## src/hdl/tbhmc_pkg.sv

```systemverilog
// Shared types and constants for the two-button hold and mode controller.
// Used by tbhmc_cfg_regs, tbhmc_step and the core top level; no dependencies.
`default_nettype none

package tbhmc_pkg;

  // Number of illumination modes; the mode index wraps at this count.
  localparam int NUM_ILLUM_MODES = 8;
  localparam logic [8:0] ILLUM_MODE_COUNT = 9'(NUM_ILLUM_MODES);

  // Command codes of an input item.
  localparam logic [1:0] CMD_TICK       = 2'd0;
  localparam logic [1:0] CMD_POWER_EDGE = 2'd1;
  localparam logic [1:0] CMD_MODE_EDGE  = 2'd2;

  // Device state codes.
  localparam logic [1:0] DEV_SLEEP = 2'd0;
  localparam logic [1:0] DEV_WORK  = 2'd1;
  localparam logic [1:0] DEV_CALIB = 2'd2;

  // Register indexes on the configuration port (word address).
  localparam logic [1:0] REG_ADC_SHIFT    = 2'd0;
  localparam logic [1:0] REG_COMBO_HOLD   = 2'd1;
  localparam logic [1:0] REG_SINGLE_HOLD  = 2'd2;

  localparam int LEVEL_W = 12;
  localparam int HOLD_W  = 16;

  typedef struct packed {
    logic [1:0]  cmd;
    logic        power_pin_high;
    logic        mode_pin_high;
    logic [11:0] adc_red;
    logic [11:0] adc_green;
    logic [11:0] adc_blue;
    logic [11:0] adc_bright;
  } item_t;

  typedef struct packed {
    logic [1:0]  device_state;
    logic [7:0]  illum_mode;
    logic        power_armed;
    logic        mode_armed;
    logic [11:0] level_red;
    logic [11:0] level_green;
    logic [11:0] level_blue;
    logic [11:0] level_bright;
  } result_t;

  typedef struct packed {
    logic [3:0] adc_shift;
    logic [7:0] combo_hold_ticks;
    logic [7:0] single_hold_ticks;
  } cfg_t;

  typedef struct packed {
    logic [1:0]              dev_state;
    logic [7:0]              illum_mode;
    logic [HOLD_W-1:0]       power_hold;
    logic [HOLD_W-1:0]       mode_hold;
    logic                    power_latch;
    logic                    mode_latch;
    logic [3:0][LEVEL_W-1:0] levels;
  } ctrl_state_t;

endpackage

`default_nettype wire

```

## src/hdl/tbhmc_cfg_regs.sv

```systemverilog
// APB-style configuration registers: ADC shift and the two hold thresholds.
// Depends on tbhmc_pkg for the register indexes and the cfg_t struct.
`default_nettype none

module tbhmc_cfg_regs (
  input  wire logic              clk,
  input  wire logic              rst,
  input  wire logic              psel,
  input  wire logic              penable,
  input  wire logic              pwrite,
  input  wire logic [3:0]        paddr,
  input  wire logic [31:0]       pwdata,
  output logic      [31:0]       prdata,
  output logic                   pready,
  output tbhmc_pkg::cfg_t        cfg
);

  logic wr_en;

  assign pready = 1'b1;
  assign wr_en  = psel && penable && pwrite;

  always_ff @(posedge clk) begin
    if (rst) begin
      cfg.adc_shift         <= 4'd4;
      cfg.combo_hold_ticks  <= 8'd20;
      cfg.single_hold_ticks <= 8'd4;
    end else if (wr_en) begin
      case (paddr[3:2])
        tbhmc_pkg::REG_ADC_SHIFT:   cfg.adc_shift         <= pwdata[3:0];
        tbhmc_pkg::REG_COMBO_HOLD:  cfg.combo_hold_ticks  <= pwdata[7:0];
        tbhmc_pkg::REG_SINGLE_HOLD: cfg.single_hold_ticks <= pwdata[7:0];
        default: ;
      endcase
    end
  end

  // Byte lanes below the word are ignored on both reads and writes.
  always_comb begin
    case (paddr[3:2])
      tbhmc_pkg::REG_ADC_SHIFT:   prdata = {28'd0, cfg.adc_shift};
      tbhmc_pkg::REG_COMBO_HOLD:  prdata = {24'd0, cfg.combo_hold_ticks};
      tbhmc_pkg::REG_SINGLE_HOLD: prdata = {24'd0, cfg.single_hold_ticks};
      default:                    prdata = 32'd0;
    endcase
  end

endmodule

`default_nettype wire

```

## src/hdl/tbhmc_step.sv

```systemverilog
// Next-state logic for one item: latch toggles, tick hold counting and the
// power, mode and calibrate decisions. Depends on tbhmc_pkg.
`default_nettype none

module tbhmc_step (
  input  wire tbhmc_pkg::item_t       item,
  input  wire tbhmc_pkg::cfg_t        cfg,
  input  wire tbhmc_pkg::ctrl_state_t cur,
  output tbhmc_pkg::ctrl_state_t      nxt
);

  function automatic logic [11:0] shift_level(input logic [11:0] sample,
                                              input logic [3:0]  sh);
    logic [11:0] res;
    begin
      if (sh >= 4'd12) res = 12'd0;
      else             res = sample >> sh;
      return res;
    end
  endfunction

  logic              power_low;
  logic              mode_low;
  logic [15:0]       ph_inc;
  logic [15:0]       mh_inc;
  logic [16:0]       hold_sum;
  logic [8:0]        mode_plus;

  assign power_low = !item.power_pin_high;
  assign mode_low  = !item.mode_pin_high;
  assign ph_inc    = cur.power_latch ? (cur.power_hold + 16'd1) : 16'd0;
  assign mh_inc    = cur.mode_latch  ? (cur.mode_hold + 16'd1)  : 16'd0;
  assign hold_sum  = {1'b0, ph_inc} + {1'b0, mh_inc};
  assign mode_plus = {1'b0, cur.illum_mode} + 9'd1;

  always_comb begin
    nxt = cur;
    case (item.cmd)
      tbhmc_pkg::CMD_TICK: begin
        nxt.levels[0]  = shift_level(item.adc_red,    cfg.adc_shift);
        nxt.levels[1]  = shift_level(item.adc_green,  cfg.adc_shift);
        nxt.levels[2]  = shift_level(item.adc_blue,   cfg.adc_shift);
        nxt.levels[3]  = shift_level(item.adc_bright, cfg.adc_shift);
        nxt.power_hold = ph_inc;
        nxt.mode_hold  = mh_inc;
        if (cur.power_latch && cur.mode_latch) begin
          // Both buttons held: only the calibrate toggle is considered.
          if (hold_sum > {9'd0, cfg.combo_hold_ticks}) begin
            nxt.power_hold  = 16'd0;
            nxt.mode_hold   = 16'd0;
            nxt.power_latch = 1'b0;
            nxt.mode_latch  = 1'b0;
            if (power_low && mode_low) begin
              nxt.dev_state = (cur.dev_state == tbhmc_pkg::DEV_CALIB) ?
                              tbhmc_pkg::DEV_SLEEP : tbhmc_pkg::DEV_CALIB;
            end
          end
        end else if (cur.dev_state != tbhmc_pkg::DEV_CALIB) begin
          if (mh_inc > {8'd0, cfg.single_hold_ticks}) begin
            nxt.mode_hold  = 16'd0;
            nxt.mode_latch = 1'b0;
            // The index never leaves the range, so one compare wraps it.
            nxt.illum_mode = (mode_plus >= tbhmc_pkg::ILLUM_MODE_COUNT) ?
                             8'd0 : mode_plus[7:0];
          end
          if (ph_inc > {8'd0, cfg.single_hold_ticks}) begin
            nxt.power_hold  = 16'd0;
            nxt.mode_latch  = mode_low;
            nxt.power_latch = 1'b0;
            if (power_low) begin
              nxt.dev_state = (cur.dev_state == tbhmc_pkg::DEV_WORK) ?
                              tbhmc_pkg::DEV_SLEEP : tbhmc_pkg::DEV_WORK;
            end
          end
        end
      end
      tbhmc_pkg::CMD_POWER_EDGE: begin
        if (power_low) nxt.power_latch = !cur.power_latch;
      end
      tbhmc_pkg::CMD_MODE_EDGE: begin
        if (mode_low) nxt.mode_latch = !cur.mode_latch;
      end
      default: ;
    endcase
  end

endmodule

`default_nettype wire

```

## src/hdl/two_button_hold_mode_controller_core.sv

```systemverilog
// Top level of the two-button hold and mode controller: input register,
// controller state, result register and configuration port.
// Depends on tbhmc_pkg, tbhmc_cfg_regs and tbhmc_step.
//
//   channel   handshake                    payload
//   item      item_valid / item_stall      item   (tbhmc_pkg::item_t)
//   result    result_valid / result_stall  result (tbhmc_pkg::result_t)
//   config    psel / penable / pready      paddr, pwdata, prdata
//
// One item per cycle sustained while the result is not stalled; each item passes
// from its transfer through the input register, then the step logic into the
// result register, and is held there until it is taken.
// Reset (rst, synchronous) puts the device in sleep with mode 0, latches,
// hold counts and levels clear, and the registers at their defaults.
// A stalled result holds the result register; the input register then
// fills and item_stall rises until the result is taken.
`default_nettype none

module two_button_hold_mode_controller_core (
  input  wire logic               clk,
  input  wire logic               rst,
  input  wire logic               item_valid,
  output logic                    item_stall,
  input  wire tbhmc_pkg::item_t   item,
  output logic                    result_valid,
  input  wire logic               result_stall,
  output tbhmc_pkg::result_t      result,
  input  wire logic               psel,
  input  wire logic               penable,
  input  wire logic               pwrite,
  input  wire logic [3:0]         paddr,
  input  wire logic [31:0]        pwdata,
  output logic      [31:0]        prdata,
  output logic                    pready
);

  tbhmc_pkg::cfg_t        cfg;
  tbhmc_pkg::item_t       in_reg;
  logic                   in_vld;
  logic                   advance;
  tbhmc_pkg::ctrl_state_t st;
  tbhmc_pkg::ctrl_state_t st_next;

  tbhmc_cfg_regs u_cfg (
    .clk     (clk),
    .rst     (rst),
    .psel    (psel),
    .penable (penable),
    .pwrite  (pwrite),
    .paddr   (paddr),
    .pwdata  (pwdata),
    .prdata  (prdata),
    .pready  (pready),
    .cfg     (cfg)
  );

  tbhmc_step u_step (
    .item (in_reg),
    .cfg  (cfg),
    .cur  (st),
    .nxt  (st_next)
  );

  assign advance    = in_vld && (!result_valid || !result_stall);
  assign item_stall = in_vld && !advance;

  always_ff @(posedge clk) begin
    if (rst) begin
      in_vld <= 1'b0;
    end else if (!item_stall) begin
      in_vld <= item_valid;
    end
  end

  always_ff @(posedge clk) begin
    if (!item_stall) begin
      in_reg <= item;
    end
  end

  always_ff @(posedge clk) begin
    if (rst) begin
      st.dev_state   <= tbhmc_pkg::DEV_SLEEP;
      st.illum_mode  <= 8'd0;
      st.power_hold  <= 16'd0;
      st.mode_hold   <= 16'd0;
      st.power_latch <= 1'b0;
      st.mode_latch  <= 1'b0;
      st.levels      <= '0;
    end else if (advance) begin
      st <= st_next;
    end
  end

  always_ff @(posedge clk) begin
    if (rst) begin
      result_valid <= 1'b0;
    end else if (advance) begin
      result_valid <= 1'b1;
    end else if (!result_stall) begin
      result_valid <= 1'b0;
    end
  end

  always_ff @(posedge clk) begin
    if (advance) begin
      result.device_state <= st_next.dev_state;
      result.illum_mode   <= st_next.illum_mode;
      result.power_armed  <= st_next.power_latch;
      result.mode_armed   <= st_next.mode_latch;
      result.level_red    <= st_next.levels[0];
      result.level_green  <= st_next.levels[1];
      result.level_blue   <= st_next.levels[2];
      result.level_bright <= st_next.levels[3];
    end
  end

  // The mode index stays below the mode count.
  a_mode_in_range: assert property (@(posedge clk) disable iff (rst)
    {1'b0, st.illum_mode} < tbhmc_pkg::ILLUM_MODE_COUNT)
    else $error("illumination mode index out of range");

  // Device state code 3 is never reached.
  a_state_code: assert property (@(posedge clk) disable iff (rst)
    st.dev_state == tbhmc_pkg::DEV_SLEEP || st.dev_state == tbhmc_pkg::DEV_WORK ||
    st.dev_state == tbhmc_pkg::DEV_CALIB)
    else $error("device state holds an unused code");

  // Stall toward the source only when an item is waiting in the input register.
  a_stall_needs_item: assert property (@(posedge clk) disable iff (rst)
    item_stall |-> in_vld)
    else $error("item stall without a held item");

  // An item that leaves the input register shows up as a valid result.
  a_advance_result: assert property (@(posedge clk) disable iff (rst)
    advance |=> result_valid)
    else $error("advanced item produced no result");

endmodule

`default_nettype wire

```

## config.mk

```make
export PLATFORM = sky130hd
export DESIGN_NAME = two_button_hold_mode_controller_core
export DESIGN_NICKNAME = d
export VERILOG_FILES = /design/src/hdl/tbhmc_pkg.sv /design/src/hdl/tbhmc_cfg_regs.sv /design/src/hdl/tbhmc_step.sv /design/src/hdl/two_button_hold_mode_controller_core.sv
export SDC_FILE = /design/constraint.sdc
export NUM_CORES = 1
export LEC_CHECK = 0
export BUFFER_PORTS_ARGS = -buffer_cell sky130_fd_sc_hd__buf_2
export CORE_MARGIN = 2
export CORE_UTILIZATION = 30
export CTS_CLUSTER_DIAMETER = 30
export DETAILED_ROUTE_END_ITERATION = 8
export GPL_TIMING_DRIVEN = 0
export HOLD_SLACK_MARGIN = 0.15
export PLACE_DENSITY = 0.58
export SLEW_MARGIN = 25
export SYNTH_ARGS = -nofsm -noshare
export SYNTH_HDL_FRONTEND = slang
export SYNTH_SLANG_ARGS = --single-unit
```

## constraint.sdc

```tcl
create_clock -name clk -period 4.4 [get_ports clk]
set_input_delay 0.22 -clock clk [delete_from_list [all_inputs] [get_ports clk]]
set_output_delay 0.22 -clock clk [all_outputs]
set_load 0.01 [all_outputs]
```

==> results of run 1 <==
## metrics by stage
step,setup slack [ns],cells
2_1_floorplan,0.0830,1255
4_1_cts,0.00433,2086
5_1_grt,-0.0577,2103
3_5_place_dp,-1.14,1918
3_3_place_gp,-1.07,1916
6_report,0.104,2103
## cells by family (layout without fill, tap and decap cells)
logic type	after synthesis	count (layout)	share of synthesized area, %
buf+inv	142	465	5.32
compound gates	308	308	17.7
mux	102	102	9.23
xor+xnor	28	28	2.01
simple gates	379	379	14.6
fa+ha+maj	45	45	4.68
flops	226	226	46.4
other cells	2	25	0.0617
## worst paths after layout
path | start | endpoint | slack (ns) | cells past startpoint
max | st[66]$_SDFFE_PP0P_ | st[56]$_SDFFE_PP0P_ | 0.10 | 21
min | item[1] | in_reg[1]$_DFFE_PN_ | 0.32 | 2
max reg2reg | st[66]$_SDFFE_PP0P_ | st[56]$_SDFFE_PP0P_ | 0.10 | 21
min reg2reg | st[89]$_SDFFE_PP0P_ | st[89]$_SDFFE_PP0P_ | 0.48 | 1
## critical path, stage by stage, from the launching register on
cell and delay [ns]:
sky130_fd_sc_hd__dfxtp_4 0.39, sky130_fd_sc_hd__ha_4 0.17, sky130_fd_sc_hd__nand3_2 0.10, sky130_fd_sc_hd__xnor2_2 0.23, sky130_fd_sc_hd__nor2_4 0.09, sky130_fd_sc_hd__ha_4 0.31, sky130_fd_sc_hd__o211ai_1 0.09, sky130_fd_sc_hd__a21o_1 0.19
sky130_fd_sc_hd__and2_1 0.17, sky130_fd_sc_hd__xnor2_1 0.14, sky130_fd_sc_hd__ha_1 0.32, sky130_fd_sc_hd__nand4_1 0.10, sky130_fd_sc_hd__or2_4 0.27, sky130_fd_sc_hd__a221oi_4 0.32, sky130_fd_sc_hd__o21ai_2 0.11, sky130_fd_sc_hd__a211oi_2 0.18
sky130_fd_sc_hd__nand4_1 0.11, sky130_fd_sc_hd__buf_4 0.17, sky130_fd_sc_hd__nor2_4 0.24, sky130_fd_sc_hd__o211a_4 0.25, sky130_fd_sc_hd__clkbuf_16 0.16, sky130_fd_sc_hd__a22o_1 0.12
## layout make-up
type / count / area, µm² / area share (%)
clock inverters: 42 / 588 / 3.49
clock buffers: 54 / 1310 / 7.76
inverters: 41 / 154 / 0.913
flip-flops and latches: 226 / 5690 / 33.7
plain buffers: 100 / 531 / 3.15
multi-input cells: 887 / 6350 / 37.7
repair buffers: 228 / 1580 / 9.39
well taps: 525 / 657 / 3.90
## metal layers
layer	share of wire (%)	GRT usage, %	up-vias
li1	-	-	5112
met3	6.0	2.96	66
met1	47	24.3	5046
met5	0	0	-
met4	2.6	6.42	0
met2	45	26.7	358
## what timing repair did
| action | in CTS | in global routing |
|---|---|---|
| endpoints found under the setup margin | 40 | 39 |
| cloned | 0 | 1 |
| gates resized for setup | 51 | 61 |
| pin swaps | 8 | 32 |
| setup buffers | 10 | 16 |
| hold buffers | 63 | 0 |
| endpoints found under the hold margin | 78 | 0 |
## synthesized netlist by cell type (18+ instances only)
master and count:
sky130_fd_sc_hd__a21o_1 31, sky130_fd_sc_hd__a211oi_1 36, sky130_fd_sc_hd__ha_1 44, sky130_fd_sc_hd__a22o_1 45
sky130_fd_sc_hd__a21oi_1 64, sky130_fd_sc_hd__mux2i_1 92, sky130_fd_sc_hd__edfxtp_1 112, sky130_fd_sc_hd__dfxtp_1 114
sky130_fd_sc_hd__buf_4 25, sky130_fd_sc_hd__nand2_1 83, sky130_fd_sc_hd__nand3_1 29, sky130_fd_sc_hd__nor2_1 150
sky130_fd_sc_hd__a22oi_1 32, sky130_fd_sc_hd__clkbuf_1 56, sky130_fd_sc_hd__xnor2_1 18, sky130_fd_sc_hd__o21ai_0 28
sky130_fd_sc_hd__inv_1 40
## cell usage in the layout (no fill, tap or decap), types with 45 or more instances in the layout
master	n
sky130_fd_sc_hd__nand2_1	79
sky130_fd_sc_hd__a21oi_1	61
sky130_fd_sc_hd__dfxtp_1	102
sky130_fd_sc_hd__clkbuf_16	52
sky130_fd_sc_hd__buf_2	141
sky130_fd_sc_hd__nor2_1	137
sky130_fd_sc_hd__clkbuf_1	53
sky130_fd_sc_hd__a22o_1	45
sky130_fd_sc_hd__edfxtp_1	112
sky130_fd_sc_hd__mux2i_1	90
sky130_fd_sc_hd__dlygate4sd3_1	63
sky130_fd_sc_hd__buf_4	51
## where the power goes
group / internal, mW / leakage, nW / switching [mW]
logic: 0.188 / 3.75 / 0.266
clock network: 2.79 / 0.891 / 1.36
registers: 2.28 / 2.05 / 0.0458
==> impl_metrics.xml, run 1 <==
<?xml version="1.0" encoding="UTF-8"?>
<metrics>
  <group name="sta">
    <metric name="maxSlewViolCount" unit="">0</metric>
    <metric name="fin_worst_skew" unit="ns">0.0389</metric>
    <metric name="setup_viol" unit="">0</metric>
    <metric name="layout_worst_path_cycle_share" unit="%">97.6</metric>
    <metric name="setup_total_negative_slack" unit="ns">0</metric>
    <metric name="fmax" unit="GHz">0.233</metric>
    <metric name="hold-worst-slack" unit="ns">0.318</metric>
    <metric name="finalCriticalPeriod" unit="ns">4.30</metric>
    <metric name="number_of_failing_hold_endpoints_at_the_final_stage" unit="">0</metric>
    <metric name="tightestPinTransition" unit="ns">0.845</metric>
    <metric name="relSlewSlack" unit="%">43.6</metric>
    <metric name="setup_repair_after_global_routing_missed_its_margin" unit="">yes</metric>
  </group>
  <group name="synth">
    <metric name="number_of_flops_mapped_to_enable_cells_by_yosys" unit="">112</metric>
    <metric name="synth_area" unit="µm²">12200</metric>
    <metric name="syn_avg_cell_area" unit="µm²">9.89</metric>
    <metric name="dominant_register_cell_in_the_synthesized_netlist" unit="">sky130_fd_sc_hd__dfxtp_1</metric>
    <metric name="ys_seq_area_share" unit="%">46.4</metric>
    <metric name="synth_cell_type_count" unit="">67</metric>
    <metric name="post-synth-top-area-cell" unit="">sky130_fd_sc_hd__edfxtp_1</metric>
    <metric name="ys_warn_count" unit="">0</metric>
    <metric name="gate_count_of_the_mapped_netlist" unit="">1232</metric>
    <metric name="synth_top_area_share" unit="%">27.6</metric>
    <metric name="synth-async-reset-ratio" unit="%">0</metric>
    <metric name="synthTopCellsByArea" unit="">sky130_fd_sc_hd__edfxtp_1 (28%), sky130_fd_sc_hd__dfxtp_1 (19%), sky130_fd_sc_hd__mux2i_1 (7.6%)</metric>
    <metric name="yosys_register_bits" unit="">226</metric>
  </group>
  <group name="worst_setup_path">
    <metric name="timing_worst_setup_path_type" unit="">reg -&gt; reg</metric>
    <metric name="endpoint_kind" unit="">flop</metric>
    <metric name="worst_setup_path_start_kind" unit="">flop</metric>
    <metric name="timing.critical_path.arrival" unit="ns">4.81</metric>
    <metric name="data_required_time_at_the_worst_endpoint" unit="ns">4.91</metric>
    <metric name="critical_path_fanout_max" unit="">8</metric>
  </group>
  <group name="floorplan">
    <metric name="pin_count" unit="">190</metric>
    <metric name="initial_utilization" unit="%">30.5</metric>
    <metric name="die-height" unit="µm">205</metric>
    <metric name="fp.dieW" unit="µm">205</metric>
    <metric name="coreArea" unit="µm²">39900</metric>
    <metric name="dieArea" unit="µm²">42200</metric>
    <metric name="placementRows" unit="">73</metric>
  </group>
  <group name="final_layout">
    <metric name="inserted_diodes" unit="">0</metric>
    <metric name="num-nets-final" unit="">1675</metric>
    <metric name="max_reg_flops" unit="">92</metric>
    <metric name="final_cell_area" unit="µm²">16900</metric>
    <metric name="fill_cells" unit="">3803</metric>
    <metric name="drive_above_1_share" unit="%">24.4</metric>
    <metric name="final_util" unit="%">42.2</metric>
    <metric name="areaGrowthSynthToFinish" unit="%">38.4</metric>
  </group>
  <group name="hold_path">
    <metric name="worst_hold_path_type" unit="">in -&gt; reg</metric>
  </group>
  <group name="global_route">
    <metric name="first_pass_grt_wire_length" unit="mm">57.2</metric>
    <metric name="grt_antenna_before_repair" unit="">0</metric>
    <metric name="vias_in_the_first_global_route" unit="">10207</metric>
    <metric name="grt.overflow.total" unit="">0</metric>
    <metric name="grt_start_max_net_pins" unit="">50</metric>
    <metric name="grt_usage" unit="%">17.3</metric>
  </group>
  <group name="detailed_routing">
    <metric name="drt_iter0_drc" unit="">832</metric>
    <metric name="firstDrtPassIters" unit="">7</metric>
    <metric name="drt_wl_total" unit="mm">37.4</metric>
    <metric name="via_count" unit="">10582</metric>
    <metric name="post_drt_via_cell_ratio" unit="">5.03</metric>
    <metric name="drc" unit="">0</metric>
    <metric name="routed_wire_length_per_instance" unit="µm">17.8</metric>
    <metric name="final_antenna_net_count" unit="">0</metric>
  </group>
  <group name="power_and_ir_drop">
    <metric name="peakVddDrop" unit="µV">267</metric>
    <metric name="total_leakage_power" unit="nW">6.70</metric>
    <metric name="finalPower" unit="mW">6.93</metric>
    <metric name="power-per-cell-area" unit="nW/µm²">411</metric>
  </group>
  <group name="placement">
    <metric name="post-dp-hpwl" unit="mm">27.2</metric>
    <metric name="dpl_cell_area" unit="µm²">13700</metric>
    <metric name="place_congestion" unit="">0.888</metric>
    <metric name="io_buffer_count" unit="">136</metric>
  </group>
  <group name="clock_network">
    <metric name="worst_skew_pair.late_latency" unit="ns">0.60</metric>
    <metric name="tritoncts" unit="">done</metric>
    <metric name="cts_inserted_buffers" unit="">51</metric>
    <metric name="cts.sink_count" unit="">226</metric>
    <metric name="path_clk_slew" unit="ns">0.05</metric>
    <metric name="cts_max_path_bufs" unit="">3</metric>
    <metric name="cts-htree-levels" unit="">2</metric>
    <metric name="cts.root.buffer_cell" unit="">sky130_fd_sc_hd__clkbuf_16</metric>
  </group>
  <group name="outcome">
    <metric name="outcome" unit="">completed</metric>
  </group>
  <group name="flow_run">
    <metric name="drv_cap" unit="">0</metric>
  </group>
</metrics>
Note: power is estimated with default switching activity, not from simulation.
==> inputs of run 2 (changes only) <==
Settings changed: ABC_AREA set to 1, CELL_PAD_IN_SITES_DETAIL_PLACEMENT set to 1, CELL_PAD_IN_SITES_GLOBAL_PLACEMENT set to 1, PLACE_DENSITY 0.58 to 0.72.
==> impl_metrics.xml, run 2 <==
<?xml version="1.0" encoding="UTF-8"?>
<metrics>
  <group name="final_layout">
    <metric name="final_util" unit="%">41.0</metric>
    <metric name="num-nets-final" unit="">2045</metric>
    <metric name="inserted_diodes" unit="">0</metric>
    <metric name="areaGrowthSynthToFinish" unit="%">34.7</metric>
    <metric name="max_reg_flops" unit="">92</metric>
    <metric name="drive_above_1_share" unit="%">17.1</metric>
    <metric name="most_common_cell_after_layout_fill_and_taps_aside" unit="">sky130_fd_sc_hd__nand2_1</metric>
    <metric name="final_cell_mix" unit="">sky130_fd_sc_hd__nand2_1 (476), sky130_fd_sc_hd__inv_1 (155), sky130_fd_sc_hd__buf_2 (139), sky130_fd_sc_hd__a21oi_1 (136), sky130_fd_sc_hd__edfxtp_1 (112)</metric>
  </group>
  <group name="sta">
    <metric name="fmax" unit="GHz">0.247</metric>
    <metric name="layout_worst_path_cycle_share" unit="%">91.9</metric>
    <metric name="layout_setup_ws" unit="ns">0.355</metric>
    <metric name="fin_worst_skew" unit="ns">0.0214</metric>
    <metric name="setup_viol" unit="">0</metric>
    <metric name="relSlewSlack" unit="%">42.4</metric>
    <metric name="finalCriticalPeriod" unit="ns">4.05</metric>
    <metric name="hold-worst-slack" unit="ns">0.214</metric>
    <metric name="setup_total_negative_slack" unit="ns">0</metric>
    <metric name="tightestPinTransition" unit="ns">0.865</metric>
    <metric name="maxSlewViolCount" unit="">0</metric>
    <metric name="number_of_failing_hold_endpoints_at_the_final_stage" unit="">0</metric>
  </group>
  <group name="worst_setup_path">
    <metric name="timing.critical_path.slowest_stage_cell" unit="">sky130_fd_sc_hd__dfxtp_2</metric>
    <metric name="worstRegToRegCells" unit="">25</metric>
    <metric name="critical_path_fanout_max" unit="">10</metric>
    <metric name="critical-path-top-cell-by-count" unit="">sky130_fd_sc_hd__nand2_1</metric>
    <metric name="endpoint_kind" unit="">flop</metric>
    <metric name="max_stage_delay" unit="ns">0.37</metric>
    <metric name="worst_setup_path_start_kind" unit="">flop</metric>
    <metric name="timing.critical_path.max_delay_family" unit="">simple AND/OR/NAND/NOR gates</metric>
    <metric name="timing_worst_setup_path_type" unit="">reg -&gt; reg</metric>
    <metric name="reg2reg_to" unit="">st[80]$_SDFFE_PP0P_</metric>
    <metric name="timing.critical_path.arrival" unit="ns">4.53</metric>
    <metric name="r2r-start" unit="">st[66]$_SDFFE_PP0P_</metric>
    <metric name="data_required_time_at_the_worst_endpoint" unit="ns">4.89</metric>
    <metric name="critical_path_buf_inv_count" unit="">2</metric>
    <metric name="worstSetupPathDepth" unit="">25</metric>
    <metric name="rrSetupSlack" unit="ns">0.35</metric>
  </group>
  <group name="clock_network">
    <metric name="cts.sink_count" unit="">226</metric>
    <metric name="cts_max_path_bufs" unit="">3</metric>
    <metric name="cts.root.buffer_cell" unit="">sky130_fd_sc_hd__clkbuf_16</metric>
    <metric name="worst_skew_pair.late_latency" unit="ns">0.58</metric>
    <metric name="cts-htree-levels" unit="">2</metric>
    <metric name="path_clk_slew" unit="ns">0.04</metric>
    <metric name="tritoncts" unit="">done</metric>
    <metric name="cts_inserted_buffers" unit="">57</metric>
  </group>
  <group name="power_and_ir_drop">
    <metric name="netSwitchingFraction" unit="%">24.2</metric>
    <metric name="switching_power" unit="mW">1.75</metric>
    <metric name="clock_power_share" unit="%">60.6</metric>
    <metric name="peakVddDrop" unit="µV">298</metric>
    <metric name="internal_power" unit="mW">5.49</metric>
    <metric name="power-per-cell-area" unit="nW/µm²">432</metric>
    <metric name="pwr-share-comb" unit="%">7.1</metric>
    <metric name="total_leakage_power" unit="nW">7.19</metric>
    <metric name="seq_power_share" unit="%">32.2</metric>
  </group>
  <group name="detailed_routing">
    <metric name="final_antenna_net_count" unit="">0</metric>
    <metric name="drt_wl_total" unit="mm">47.2</metric>
    <metric name="firstDrtPassIters" unit="">5</metric>
    <metric name="drt_iter0_drc" unit="">829</metric>
    <metric name="via_count" unit="">12509</metric>
    <metric name="drc" unit="">0</metric>
    <metric name="routed_wire_length_per_instance" unit="µm">19.0</metric>
    <metric name="post_drt_via_cell_ratio" unit="">5.03</metric>
  </group>
  <group name="global_route">
    <metric name="grt.overflow.total" unit="">0</metric>
    <metric name="grt_start_max_net_pins" unit="">53</metric>
    <metric name="first_pass_grt_wire_length" unit="mm">73.7</metric>
    <metric name="grt_antenna_before_repair" unit="">0</metric>
    <metric name="grt_usage" unit="%">21.5</metric>
    <metric name="vias_in_the_first_global_route" unit="">13058</metric>
  </group>
  <group name="hold_path">
    <metric name="min_path_cells" unit="">4</metric>
    <metric name="hold_path.startpoint" unit="">penable</metric>
    <metric name="worst_hold_path.endpoint" unit="">u_cfg.cfg[18]$_SDFFE_PP1P_</metric>
    <metric name="worst_hold_path_type" unit="">in -&gt; reg</metric>
  </group>
  <group name="synth">
    <metric name="yosys_register_bits" unit="">226</metric>
    <metric name="gate_count_of_the_mapped_netlist" unit="">1611</metric>
    <metric name="synth_cell_type_count" unit="">50</metric>
    <metric name="synthMostInstantiatedCell" unit="">sky130_fd_sc_hd__nand2_1</metric>
    <metric name="synth_area" unit="µm²">12500</metric>
    <metric name="synth_top_area_share" unit="%">27.0</metric>
    <metric name="ys_warn_count" unit="">0</metric>
    <metric name="syn_avg_cell_area" unit="µm²">7.73</metric>
    <metric name="synthTopCellsByArea" unit="">sky130_fd_sc_hd__edfxtp_1 (27%), sky130_fd_sc_hd__dfxtp_1 (18%), sky130_fd_sc_hd__nand2_1 (14%)</metric>
    <metric name="ys_seq_area_share" unit="%">45.3</metric>
    <metric name="synth-async-reset-ratio" unit="%">0</metric>
    <metric name="dominant_register_cell_in_the_synthesized_netlist" unit="">sky130_fd_sc_hd__dfxtp_1</metric>
    <metric name="ys_top_cells_by_count" unit="">sky130_fd_sc_hd__nand2_1 (479), sky130_fd_sc_hd__inv_1 (158), sky130_fd_sc_hd__a21oi_1 (139)</metric>
    <metric name="number_of_flops_mapped_to_enable_cells_by_yosys" unit="">112</metric>
    <metric name="post-synth-top-area-cell" unit="">sky130_fd_sc_hd__edfxtp_1</metric>
  </group>
  <group name="placement">
    <metric name="post-dp-hpwl" unit="mm">34.7</metric>
    <metric name="preCtsSetupSlack" unit="ns">-0.614</metric>
    <metric name="io_buffer_count" unit="">137</metric>
    <metric name="place_congestion" unit="">0.947</metric>
  </group>
  <group name="flow_run">
    <metric name="drv_cap" unit="">0</metric>
  </group>
  <group name="floorplan">
    <metric name="dieArea" unit="µm²">43200</metric>
    <metric name="pin_count" unit="">190</metric>
    <metric name="fp.dieW" unit="µm">208</metric>
    <metric name="die-height" unit="µm">208</metric>
    <metric name="coreArea" unit="µm²">40900</metric>
    <metric name="initial_utilization" unit="%">30.4</metric>
    <metric name="placementRows" unit="">74</metric>
  </group>
  <group name="outcome">
    <metric name="outcome" unit="">completed</metric>
  </group>
</metrics>
==> run 2: area by class of cell <==
class	count	area (µm²)
Buffer	103	518
Clock buffer	70	1580
Clock inverter	37	457
Fill cell	5010	24100
Inverter	162	618
Multi-Input combinational cell	1142	5860
Sequential cell	226	5650
Tap cell	532	666
Timing Repair Buffer	213	1430
==> run 2: kinds of logic after synthesis <==
family | count (synthesis) | share of synthesized area, %
muxes | 13 | 1.04
AOI/OAI and AO/OA | 314 | 14.8
xor gates and xnor gates | 9 | 0.633
adders and majority gates | 45 | 4.58
and+or+nand+nor | 736 | 24.6
other | 2 | 0.0603
buffers and inverters | 266 | 8.91
DFF | 226 | 45.3
==> run 2: per-stage QoR <==
stage | cell area [µm²] | std cells | power [mW]
CTS | 16600 | 2474 | 7.26
finish | 16800 | 2485 | 7.24
global placement | 13900 | 2303 | 2.81
detailed placement | 13900 | 2304 | 2.82
global route | 16800 | 2485 | 7.45
floorplan | 12500 | 1634 | 2.62
==> run 2: timing repair <==
item,CTS,global route
gates resized for setup,9,27
gates cloned,0,0
setup buffers,0,11
endpoints found under the setup margin,40,40
pin swaps,0,2
endpoints found under the hold margin,74,0
hold buffers,64,0
==> run 2: worst max path at each step <==
stage	start	endpoint	slack, ns
finish	st[66]$_SDFFE_PP0P_	st[80]$_SDFFE_PP0P_	0.35
global route	st[66]$_SDFFE_PP0P_	st[80]$_SDFFE_PP0P_	-0.02
CTS	st[48]$_SDFFE_PP0P_	st[58]$_SDFFE_PP0P_	0.01
detailed placement	st[48]$_SDFFE_PP0P_	st[80]$_SDFFE_PP0P_	-0.61
global placement	st[48]$_SDFFE_PP0P_	st[60]$_SDFFE_PP0P_	-0.54
floorplan	st[48]$_SDFFE_PP0P_	st[72]$_SDFFE_PP0P_	0.70
==> run 2: power by group through the flow <==
stage,Combinational (mW),Sequential [mW],Clock [mW]
after detailed placement,0.454,2.37,0
after global routing,0.562,2.34,4.55
after global placement,0.445,2.37,0
after floorplan,0.247,2.37,0
final,0.517,2.33,4.39
after CTS,0.499,2.33,4.43
==> run 2: layer usage <==
| metal | vias to the layer above | GRT usage, % | wire, µm |
|---|---|---|---|
| met3 | 85 | 3.46 | 2590 |
| met2 | 359 | 36.9 | 22700 |
| met5 | - | 0 | 0 |
| met4 | 0 | 6.99 | 1160 |
| li1 | 5995 | - | - |
| met1 | 6070 | 27.6 | 20800 |
==> run 2: worst reg2reg max path: stages, from the launching register on <==
cell	delay [ns]
sky130_fd_sc_hd__dfxtp_2	0.37
sky130_fd_sc_hd__ha_1	0.21
sky130_fd_sc_hd__nand2_2	0.11
sky130_fd_sc_hd__nor2_4	0.12
sky130_fd_sc_hd__nand2_1	0.08
sky130_fd_sc_hd__inv_1	0.11
sky130_fd_sc_hd__nor2_1	0.08
sky130_fd_sc_hd__nor3_4	0.30
sky130_fd_sc_hd__ha_4	0.28
sky130_fd_sc_hd__nand2_1	0.08
sky130_fd_sc_hd__nand2_1	0.05
sky130_fd_sc_hd__a31oi_1	0.14
sky130_fd_sc_hd__nand2_1	0.14
sky130_fd_sc_hd__xor2_1	0.18
sky130_fd_sc_hd__ha_1	0.30
sky130_fd_sc_hd__and3_1	0.20
sky130_fd_sc_hd__nand2_1	0.07
sky130_fd_sc_hd__nand2_1	0.04
sky130_fd_sc_hd__nand2_1	0.09
sky130_fd_sc_hd__nand3_1	0.08
sky130_fd_sc_hd__nor2_1	0.12
sky130_fd_sc_hd__nand2_2	0.14
sky130_fd_sc_hd__nand2_4	0.14
sky130_fd_sc_hd__clkbuf_4	0.21
sky130_fd_sc_hd__nand4_1	0.12
sky130_fd_sc_hd__a21oi_1	0.19
